### config.mk
export PLATFORM = sky130hd
export DESIGN_NAME = fibonacci_mod_matrix_power
export DESIGN_NICKNAME = d
export VERILOG_FILES = /design/src/hw/rtl/fmp_pkg.sv /design/src/hw/rtl/fibonacci_mod_matrix_power.sv /design/src/hw/rtl/fmp_mul_lane.sv
export SDC_FILE = /design/constraint.sdc
export NUM_CORES = 2
export LEC_CHECK = 0
export BUFFER_PORTS_ARGS = -buffer_cell sky130_fd_sc_hd__buf_4
export CAP_MARGIN = 40
export CORE_UTILIZATION = 30
export CTS_BUF_LIST = sky130_fd_sc_hd__clkbuf_16
export DETAILED_ROUTE_END_ITERATION = 6
export GPL_TIMING_DRIVEN = 0
export PLACE_DENSITY = 0.55
export SLEW_MARGIN = 0
export SYNTH_ARGS = -nofsm -noshare
export SYNTH_HDL_FRONTEND = slang
export SYNTH_SLANG_ARGS = --single-unit
### constraint.sdc
create_clock -name clk -period 6.5 [get_ports clk]
set_clock_uncertainty 0.1 [all_clocks]
set_input_delay 0 -clock clk [delete_from_list [all_inputs] [get_ports clk]]
set_output_delay 0 -clock clk [all_outputs]
set_load 0.1 [all_outputs]
### src/hw/rtl/fmp_pkg.sv
package fmp_pkg;

	// default index width
	localparam int INDEX_WIDTH_DEF = 31;

	// width of a residue and of the wide intermediate sums
	localparam int VAL_W  = 30;
	localparam int WIDE_W = VAL_W + 2;

	typedef logic [VAL_W-1:0]  val_t;
	typedef logic [WIDE_W-1:0] wide_t;

	localparam val_t  PRIME      = val_t'(1000000007);
	localparam wide_t PRIME_W    = wide_t'(1000000007);
	localparam wide_t PRIME_X2_W = wide_t'(2000000014);

	// one multiplier bit per cycle
	localparam int MUL_STEPS = VAL_W;
	localparam int CNT_W     = $clog2(MUL_STEPS);

	// control from the sequencer to every multiplier lane
	typedef struct packed {
		logic load;
		logic step;
	} lane_ctl_t;

	// (p + q) mod prime, both operands already reduced
	function automatic val_t mod_add(input val_t p, input val_t q);
		wide_t s;
		s = wide_t'(p) + wide_t'(q);
		if (s >= PRIME_W) begin
			s = s - PRIME_W;
		end
		return s[VAL_W-1:0];
	endfunction

	// (p - q) mod prime, both operands already reduced
	function automatic val_t mod_sub(input val_t p, input val_t q);
		wide_t s;
		s = wide_t'(p) - wide_t'(q);
		if (p < q) begin
			s = s + PRIME_W;
		end
		return s[VAL_W-1:0];
	endfunction

endpackage

### src/hw/rtl/fibonacci_mod_matrix_power.sv
// channel  | ports                 | handshake
// ---------+-----------------------+-----------------------------------------
// request  | index                 | taken at a clock edge with start & !busy
// result   | value                 | valid high one cycle, no back pressure
//
// index 0 or 1: result strobe in the cycle right after the request is taken
// otherwise the states load, run (multiplier steps) and fold repeat for each
// bit of n-1, then the done state strobes the result; the run state steps
// the bit-serial modular multipliers
// arst_n clears the sequencer only; datapath registers are loaded before use
// one request at a time: busy stays high until the cycle after valid
module fibonacci_mod_matrix_power #(
	parameter int INDEX_WIDTH = fmp_pkg::INDEX_WIDTH_DEF
) (
	input  logic                   clk,
	input  logic                   arst_n,
	input  logic                   start,
	input  logic [INDEX_WIDTH-1:0] index,
	output logic                   busy,
	output logic                   valid,
	output fmp_pkg::val_t          value
);

	// every matrix is a power of [[1,1],[1,0]], hence symmetric with
	// bottom-right = top-left - top-right; only (a, b) is kept per matrix
	typedef enum logic [4:0] {
		ST_IDLE = 5'b00001,
		ST_LOAD = 5'b00010,
		ST_RUN  = 5'b00100,
		ST_FOLD = 5'b01000,
		ST_DONE = 5'b10000
	} state_t;

	state_t                    state_q;
	logic [INDEX_WIDTH-1:0]    exp_q;      // remaining exponent, lsb first
	logic [fmp_pkg::CNT_W-1:0] cnt_q;      // multiplier step count
	fmp_pkg::val_t             acc_a_q;    // accumulator top-left
	fmp_pkg::val_t             acc_b_q;    // accumulator top-right
	fmp_pkg::val_t             base_a_q;   // running square top-left
	fmp_pkg::val_t             base_b_q;   // running square top-right
	fmp_pkg::val_t             base_c;     // running square bottom-right

	fmp_pkg::lane_ctl_t        lane_ctl;
	fmp_pkg::val_t             lane_x [8];
	fmp_pkg::val_t             lane_y [8];
	fmp_pkg::val_t             lane_p [8];

	logic                      req_take;
	logic                      run_last;

	assign req_take = start && (state_q == ST_IDLE);
	assign run_last = (cnt_q == fmp_pkg::CNT_W'(fmp_pkg::MUL_STEPS - 1));

	assign base_c = fmp_pkg::mod_sub(base_a_q, base_b_q);

	// lanes 0..3 square the base, lanes 4..7 multiply the accumulator by it
	// top-left  = x.a*y.a + x.b*y.b
	// top-right = x.a*y.b + x.b*y.c
	always_comb begin
		lane_x[0] = base_a_q;  lane_y[0] = base_a_q;
		lane_x[1] = base_b_q;  lane_y[1] = base_b_q;
		lane_x[2] = base_a_q;  lane_y[2] = base_b_q;
		lane_x[3] = base_b_q;  lane_y[3] = base_c;
		lane_x[4] = acc_a_q;   lane_y[4] = base_a_q;
		lane_x[5] = acc_b_q;   lane_y[5] = base_b_q;
		lane_x[6] = acc_a_q;   lane_y[6] = base_b_q;
		lane_x[7] = acc_b_q;   lane_y[7] = base_c;
	end

	assign lane_ctl.load = (state_q == ST_LOAD);
	assign lane_ctl.step = (state_q == ST_RUN);

	for (genvar g = 0; g < 8; g++) begin : g_lane
		fmp_mul_lane u_lane (
			.clk  (clk),
			.ctl  (lane_ctl),
			.x    (lane_x[g]),
			.y    (lane_y[g]),
			.prod (lane_p[g])
		);
	end

	// sequencer
	always_ff @(posedge clk or negedge arst_n) begin
		if (!arst_n) begin
			state_q <= ST_IDLE;
			cnt_q   <= '0;
		end else begin
			case (state_q)
				ST_IDLE: begin
					if (req_take) begin
						// index 0 or 1 is its own answer
						state_q <= (index <= INDEX_WIDTH'(1)) ? ST_DONE : ST_LOAD;
					end
				end
				ST_LOAD: begin
					cnt_q   <= '0;
					state_q <= ST_RUN;
				end
				ST_RUN: begin
					cnt_q <= cnt_q + fmp_pkg::CNT_W'(1);
					if (run_last) begin
						state_q <= ST_FOLD;
					end
				end
				ST_FOLD: begin
					// stop once the last set exponent bit has been used
					state_q <= ((exp_q >> 1) == '0) ? ST_DONE : ST_LOAD;
				end
				ST_DONE: begin
					state_q <= ST_IDLE;
				end
				default: begin
					state_q <= ST_IDLE;
				end
			endcase
		end
	end

	// matrix registers and exponent
	always_ff @(posedge clk) begin
		if (req_take) begin
			exp_q    <= index - INDEX_WIDTH'(1);
			// identity in the accumulator, or the answer itself for 0 and 1
			acc_a_q  <= (index <= INDEX_WIDTH'(1)) ? fmp_pkg::val_t'(index)
				: fmp_pkg::val_t'(1);
			acc_b_q  <= '0;
			base_a_q <= fmp_pkg::val_t'(1);
			base_b_q <= fmp_pkg::val_t'(1);
		end else if (state_q == ST_FOLD) begin
			exp_q    <= exp_q >> 1;
			base_a_q <= fmp_pkg::mod_add(lane_p[0], lane_p[1]);
			base_b_q <= fmp_pkg::mod_add(lane_p[2], lane_p[3]);
			if (exp_q[0]) begin
				acc_a_q <= fmp_pkg::mod_add(lane_p[4], lane_p[5]);
				acc_b_q <= fmp_pkg::mod_add(lane_p[6], lane_p[7]);
			end
		end
	end

	assign busy  = (state_q != ST_IDLE);
	assign valid = (state_q == ST_DONE);
	assign value = acc_a_q;

endmodule

### src/hw/rtl/fmp_mul_lane.sv
// bit-serial modular multiplier, multiplier bits taken msb first
module fmp_mul_lane (
	input  logic                clk,
	input  fmp_pkg::lane_ctl_t  ctl,
	input  fmp_pkg::val_t       x,
	input  fmp_pkg::val_t       y,
	output fmp_pkg::val_t       prod
);

	fmp_pkg::val_t  x_q;
	fmp_pkg::val_t  y_q;
	fmp_pkg::val_t  r_q;
	fmp_pkg::wide_t sum;
	fmp_pkg::wide_t r_next;

	// 2r + x*bit stays below three times the prime
	always_comb begin
		sum = {1'b0, r_q, 1'b0}
			+ (y_q[fmp_pkg::VAL_W-1] ? fmp_pkg::wide_t'(x_q) : '0);
		if (sum >= fmp_pkg::PRIME_X2_W) begin
			r_next = sum - fmp_pkg::PRIME_X2_W;
		end else if (sum >= fmp_pkg::PRIME_W) begin
			r_next = sum - fmp_pkg::PRIME_W;
		end else begin
			r_next = sum;
		end
	end

	always_ff @(posedge clk) begin
		if (ctl.load) begin
			x_q <= x;
			y_q <= y;
			r_q <= '0;
		end else if (ctl.step) begin
			r_q <= r_next[fmp_pkg::VAL_W-1:0];
			y_q <= {y_q[fmp_pkg::VAL_W-2:0], 1'b0};
		end
	end

	assign prod = r_q;

endmodule

After elaboration in Yosys (flattened, before gate mapping)
Cells that the tools add are included.
{"block": "op_classes", "add_sub_neg": 36, "n_lt_le_gt_ge": 22, "reduce_logical": 8, "muxes": 57, "eq_ne": 9}
{"operator": "$mux 30", "n": 49}
{"operator": "$sub 30x30->30 const B", "n": 20}
{"operator": "$add 31x30->32", "n": 8}
{"operator": "$ge 32x30->1 const B", "n": 8}
{"operator": "$ge 32x31->1 const B", "n": 8}
{"operator": "$add 30x30->31", "n": 4}
{"operator": "$ge 31x30->1 const B", "n": 4}
{"operator": "$mux 31", "n": 2}
{"operator": "$le 31x1->1 const B", "n": 1}
{"operator": "$logic_not 31->1", "n": 1}
{"operator": "$sub 31x1->31 const B", "n": 1}
{"operator": "$add 30x28->30 const B", "n": 1}
{"operator": "$lt 30x30->1", "n": 1}
{"operator": "$sub 30x30->30", "n": 1}
{"operator": "$mux 5", "n": 4}
{"operator": "$pmux 5 s4", "n": 1}
{"operator": "$eq 5x5->1 const B", "n": 2}
{"operator": "$pmux 5 s2", "n": 1}
{"operator": "$reduce_and 2->1", "n": 3}
{"operator": "$reduce_bool 2->1", "n": 3}
{"operator": "$add 5x1->5 const B", "n": 1}
{"operator": "$eq 5x1->1 const B", "n": 1}
{"operator": "$eq 5x2->1 const B", "n": 1}
{"operator": "$eq 5x3->1 const B", "n": 1}
{"operator": "4 further kinds", "n": 5}
{"block": "totals", "reg_bits": 761, "out_inout_bits": 32}

Depth between registers and ports, before layout
{"block": "depth", "word_depth": 6, "depth_mapped": 23, "depth_no_buf": 18}

Hierarchy
Synthesis repeated with hierarchy kept, for this count alone.
{"block": "unflattened", "hier_cells": 9113, "area_unflattened_um2": 77212.8}
{"module": "fmp_mul_lane at g_lane[0].u_lane ...", "instances": 6, "area_each_um2": 7353.3, "seq_area_each_um2": 2402.3, "cells_each": 836}
{"module": "fibonacci_mod_matrix_power", "instances": 1, "area_each_um2": 19402.4, "seq_area_each_um2": 3885.0, "cells_each": 2596}
{"module": "fmp_mul_lane at g_lane[7].u_lane", "instances": 1, "area_each_um2": 6917.9, "seq_area_each_um2": 2402.3, "cells_each": 760}
{"module": "fmp_mul_lane at g_lane[6].u_lane", "instances": 1, "area_each_um2": 6772.7, "seq_area_each_um2": 2402.3, "cells_each": 741}

Least setup slack after synthesis
Ideal clock, no wire load.
{"block": "synth_timing", "kind": "flip-flop to flip-flop", "start": "reg, netlist name g_lane[6].u_lane.y_q[29]", "end": "reg g_lane[2].u_lane.r_q[7]", "setup_time_ns": 0.074, "setup_slack_ns": 1.524, "path_stages_with_launch": 23, "arrival_ns": 4.802, "cell_sequence": "edfxtp_1 -> clkbuf_1 -> buf_1 -> clkbuf_1 -> and2_1 -> ha_1 -> inv_1 -> fa_1 -> nor2b_1 -> o21ai_1 -> and4_1 -> or3_1 -> clkbuf_1 -> a311oi_1 -> nor4_1 -> nor4_1 -> a221oi_1 -> o21a_1 -> o21ai_1 -> a21oi_1 -> or4_1 -> xor2_1 -> o21ai_0"}
{"item": "end signal, assigned", "line_no": "fmp_mul_lane.sv:35", "rtl": "r_q <= r_next[fmp_pkg::VAL_W-1:0];"}
{"item": "end, declared", "line_no": "fmp_mul_lane.sv:12", "rtl": "fmp_pkg::val_t r_q;"}

==> results.md <==
Run:
- Across the run, the number of max-cap violations was 0.

Critical path:
- The kind of cell with the highest combined delay on the critical path is compound AO/OA/AOI/OAI gates.
- Across all register-to-register paths, the minimum setup slack is 0.23 ns.
- For the worst setup path, the data required time is 6.97 ns.
- Traced cell by cell, the critical path runs through clkbuf_2 -> buf_6 -> clkbuf_2 -> and2_1 -> ha_1 -> inv_1 -> fa_1 -> nor2b_1 -> o31a_1 -> o21a_1 -> a21oi_1 -> o21ai_0 -> xnor2_1 -> o41ai_1 -> o41ai_2 -> o21ai_2 -> nor2b_1 -> a32oi_1 -> xnor2_1 -> o21ai_0.
- The cell type of the slowest stage on the worst timing path is sky130_fd_sc_hd__o41ai_1.
- On the worst path, the slowest cell contributes a delay of approximately 0.57 ns.
- The critical path runs through a total of 20 cells.
- The worst register-to-register path has a depth of 20.
- The kind of capture point of the worst setup path is a flip-flop.
- The critical path contains buffers and inverters numbering 4 combined.
- The worst setup path is of the flip-flop to flip-flop kind.
- In this run the worst path has a maximum fanout of 11.
- STA classifies the critical path startpoint as a flip-flop.
- STA puts the critical path data arrival time at 6.75 ns.

Power and ir drop:
- The net switching share of the total power is a little over half.
- Combinational logic is responsible for between 60% and 70% of the overall power.
- The switching power is 15.6 mW.
- Overall power consumption after layout is estimated at 29.8 mW.
- The register share of total power is 21.6%.
- In this run the static leakage power is 27.0 nW.
- The maximum vdd ir drop is 0.000277 V.
- The fraction of power consumed by the clock network is 14.1%.
- In this run the power density over the cells is roughly 440 mW/mm^2.
- The internal portion of total power is 14.2 mW.

Placed design:
- Input and output buffers added on the ports amount to 65.
- OpenSTA, run right after detailed placement, puts the worst setup slack at -0.635 ns.
- The post-placement cell count is 10.5k.
- The congestion estimate from routability-driven global placement came to approximately 0.97.
- Once detailed placement completed, the half-perimeter wirelength came to roughly 190 mm.
- The instance area at placement is about 0.064 mm^2.

Logic synthesis:
- The net count of the mapped netlist is 8198.
- The compound-gate portion of the synthesized area is 28.2%.
- The netlist area before placement is 0.0598 mm^2.
- The async set or reset register ratio after synthesis is 1.64%.
- The average instance area after synthesis is slightly below 8 um^2.
- After synthesis, flip-flops and latches occupy 25.1% of the total area.
- The count of flip-flops with a built-in enable after synthesis is 271.
- Yosys printed 0 warnings.
- The proportion of netlist area held by the largest area contributor is 13.6%.
- Synthesis handed over a netlist of 7736 instances.
- Yosys attributes the largest share of cell area to sky130_fd_sc_hd__edfxtp_1 14%, sky130_fd_sc_hd__dfxtp_1 11%, sky130_fd_sc_hd__ha_1 8.7%.
- After synthesis, the largest family of logic cells by area is compound AO/OA/AOI/OAI gates.
- Summing the areas of all and, or, nand and nor instances in the mapped netlist gives 23.2% of the synthesized area.
- Among all flip-flop cells after synthesis, the most frequent one is sky130_fd_sc_hd__dfxtp_1.
- After synthesis, the netlist uses 119 different library cells.
- Measured against the total synthesized area, the mux share comes to less than 1%.
- Summing the areas of all xor and xnor instances in the mapped netlist gives around 9.7% of the synthesized area.
- The flip-flop and latch count after synthesis is 611.
- The synthesized netlist devotes 9.13% of its cell area to adder and majority cells.
- The most area-hungry cell type in the Yosys netlist is sky130_fd_sc_hd__edfxtp_1.

STA:
- The worst setup slack after layout is 0.225 ns.
- After routing, the total negative slack on setup checks comes to 0 ns.
- Setup repair after global routing could not meet its margin everywhere.
- The final count of hold timing violations is 0.
- The final setup violation count is 0.
- After layout, the worst path uses a little over nine tenths of the clock period.
- After layout, the minimum clock period comes to 6.27 ns.
- The achievable frequency is 159 MHz.
- The slew at the pin closest to its max-slew limit is 0.942 ns.
- The worst slew margin relative to its limit is 37.1%.
- The number of max-slew violations in the final report came to 0.

Floorplan:
- The horizontal die dimension is 449 um.
- From bottom edge to top edge, the die measures 449 um.
- The die covers between 0.2 and 0.25 mm^2.
- During I/O placement, the number of pins put on the boundary was 66.
- In this run the core area contains between 150 and 200 standard-cell rows.
- The effective utilization at floorplan is 30.3%.
- The region available for standard cell placement spans 0.198 mm^2.

Clock tree:
- TritonCTS built the clock tree.
- Counting every sink on the clock net gives 611.
- The root buffer selected by CTS is sky130_fd_sc_hd__clkbuf_16.
- TritonCTS created 73 clock buffers.
- The clock tree synthesis step divided the H-tree into 3 levels.
- The longest clock path from root to sink contains 3 buffers.
- After clock tree synthesis, the clock-pin slew on the worst setup and hold paths is 0.06 ns.
- Clock latency on the worst-skew pair, taken at its later pin, is 0.71 ns.

GRT:
- Summed over all layers, the global routing overflow is 0.
- The pin count of the biggest net entering global routing is 60.
- The initial antenna violation count is 18.
- Global routing used 21.7% of the available tracks.
- The first global-routing pass estimated around 340 mm of wire.
- The number of global-route vias before repair is 56.1k.

Detailed routing:
- After detailed routing, the number of vias per cell comes to 5.57.
- Summed over all nets, wire length on met2 after detailed routing comes to 104 mm.
- The final routed wirelength across all metal layers is 228 mm.
- The wire length per cell is ~21 um.
- Before antenna repair, the detailed router went through 6 iterations.
- The detailed-routed wire length on met3 is 12.9 mm.
- The antenna violation net count after detailed routing is 0.
- In the routed design, unresolved DRC markers number 0.
- The detailed router used layers up to and including met5.
- The detailed router finished its first iteration with roughly 5.4k violations.
- After detailed routing, the wire length on met1 is 99.4 mm.
- The total via count after detailed routing is 59.7k.

Cells and area:
- The finished layout holds roughly 11k standard cells, fillers aside.
- The final non-filler cell area is 0.0676 mm^2.
- In the final layout, the share of cells above drive strength 1 is 6.08%.
- The number of nets in the layout is 8461.
- The synthesis-to-layout area growth is 13.0%.

Min path:
- The path class of the tightest hold or removal check is primary input to flip-flop.
- Counting instances, the worst hold path has a depth of 3.

Status:
- The flow ran to the end, and the final reports show no timing, DRC or antenna violations.
## layer usage
| layer | vias up | global-route usage (%) |
|---|---|---|
| met4 | 2 | 10.7 |
| met3 | 412 | 2.40 |
| met1 | 28200 | 28.2 |
| met2 | 1989 | 35.6 |
| li1 | 29000 | - |
| met5 | - | 0 |
## worst register-to-register path: cells and delay by family, from the launching register on
| family | cells | cell delay [ns] |
|---|---|---|
| compound gates | 9 | 2.74 |
| xor+xnor | 2 | 0.47 |
| fa+ha+maj | 2 | 0.62 |
| buf+inv | 4 | 0.89 |
| flops | 1 | 0.46 |
| simple gates | 3 | 0.91 |
## logic make-up after synthesis
group	count (synthesis)
AO/OA/AOI/OAI	2585
flip-flops	611
XOR/XNOR	661
buffers and inverters	568
multiplexers	58
AND/OR/NAND/NOR	2824
adder cells (fa/ha/maj)	429
## path summary, 6_finish.rpt
kind | startpoint | endpoint
setup reg to reg | g_lane[6].u_lane.y_q[29]$_DFFE_PP_ | g_lane[1].u_lane.prod[16]$_SDFFE_PP0P_
hold reg to reg | acc_b_q[9]$_SDFFE_PP0P_ | g_lane[5].u_lane.x_q[9]$_DFFE_PP_
setup / recovery | g_lane[6].u_lane.y_q[29]$_DFFE_PP_ | g_lane[1].u_lane.prod[16]$_SDFFE_PP0P_
min in group asynchronous | arst_n | cnt_q[3]$_DFFE_PN0P_
max in group asynchronous | arst_n | state_q[0]$_DFFE_PN1P_
hold / removal | index[0] | exp_q[0]$_DFFE_PP_
## power groups by stage
stage                     registers, mW  clock network (mW)  logic (mW)
final                              6.43                4.20        19.1
after global routing               6.47                4.40        21.0
after CTS                          6.42                4.26        18.7
after detailed placement           6.50                   0        18.5
after global placement             6.57                   0        18.1
after floorplan                    6.24                   0        13.2
## layout by cell type (no fill, tap or decap), drive strengths merged, types with 85 or more instances in the layout
| cell type | netlist | final |
|---|---|---|
| xnor2 | 449 | 449 |
| a21oi | 544 | 544 |
| and2 | 321 | 321 |
| nor2 | 483 | 483 |
| nor3 | 155 | 155 |
| o211ai | 85 | 85 |
| dfxtp | 330 | 330 |
| nand3 | 186 | 186 |
| inv | 222 | 240 |
| buf | 64 | 175 |
| nand2 | 1003 | 1003 |
| and3 | 85 | 85 |
| o21ai | 761 | 761 |
| a31oi | 89 | 89 |
| ha | 415 | 415 |
| nand4 | 86 | 86 |
| o21a | 86 | 86 |
| nand2b | 92 | 92 |
| edfxtp | 271 | 271 |
| a21o | 261 | 261 |
| xor2 | 212 | 212 |
| clkbuf | 282 | 361 |
| a211oi | 95 | 95 |
## final cells by class
class	count	area [um^2]
well taps	2640	3300
clock buffers	76	1900
fillers	20900	130000
diodes	9	22.5
multi-input cells	6557	42800
clock inverters	60	487
flip-flops and latches	611	15000
plain buffers	345	1450
inverters	222	833
repair buffers	189	1830
## sequential cells by signal, indices dropped and copies added (netlist names), 30 cells and up
signal,cells
base_a_q,30
g_lane.u_lane.y_q,90
g_lane.u_lane.prod,240
acc_b_q,30
base_b_q,30
value,30
g_lane.u_lane.x_q,120
exp_q,31
## metrics by stage
stage / hold slack [ns] / utilization (%)
finish: 0.126 / 34.2
CTS: 0.113 / 34.1
global route: 0.153 / 34.2
global placement: -0.258 / 32.2
floorplan: -0.396 / -
detailed placement: -0.254 / 32.5
## synthesized netlist by cell type, types with 92 or more instances
cell and number:
sky130_fd_sc_hd__nand2_1 1002, sky130_fd_sc_hd__o21ai_0 720, sky130_fd_sc_hd__a21oi_1 537, sky130_fd_sc_hd__nor2_1 482
sky130_fd_sc_hd__xnor2_1 448, sky130_fd_sc_hd__ha_1 415, sky130_fd_sc_hd__dfxtp_1 330, sky130_fd_sc_hd__and2_1 316
sky130_fd_sc_hd__clkbuf_1 280, sky130_fd_sc_hd__edfxtp_1 271, sky130_fd_sc_hd__a21o_1 261, sky130_fd_sc_hd__inv_1 222
sky130_fd_sc_hd__xor2_1 212, sky130_fd_sc_hd__nand3_1 185, sky130_fd_sc_hd__nor3_1 155, sky130_fd_sc_hd__nand2b_1 92
## timing repair
item / in CTS / in global routing
gates resized for setup: 11 / 51
endpoints found under the hold margin: 51 / 0
hold buffers: 71 / 0
buffers inserted: 6 / 4
pin swaps: 1 / 0
endpoints found under the setup margin: 192 / 191
No activity file was read; power rests on OpenSTA's default activity.
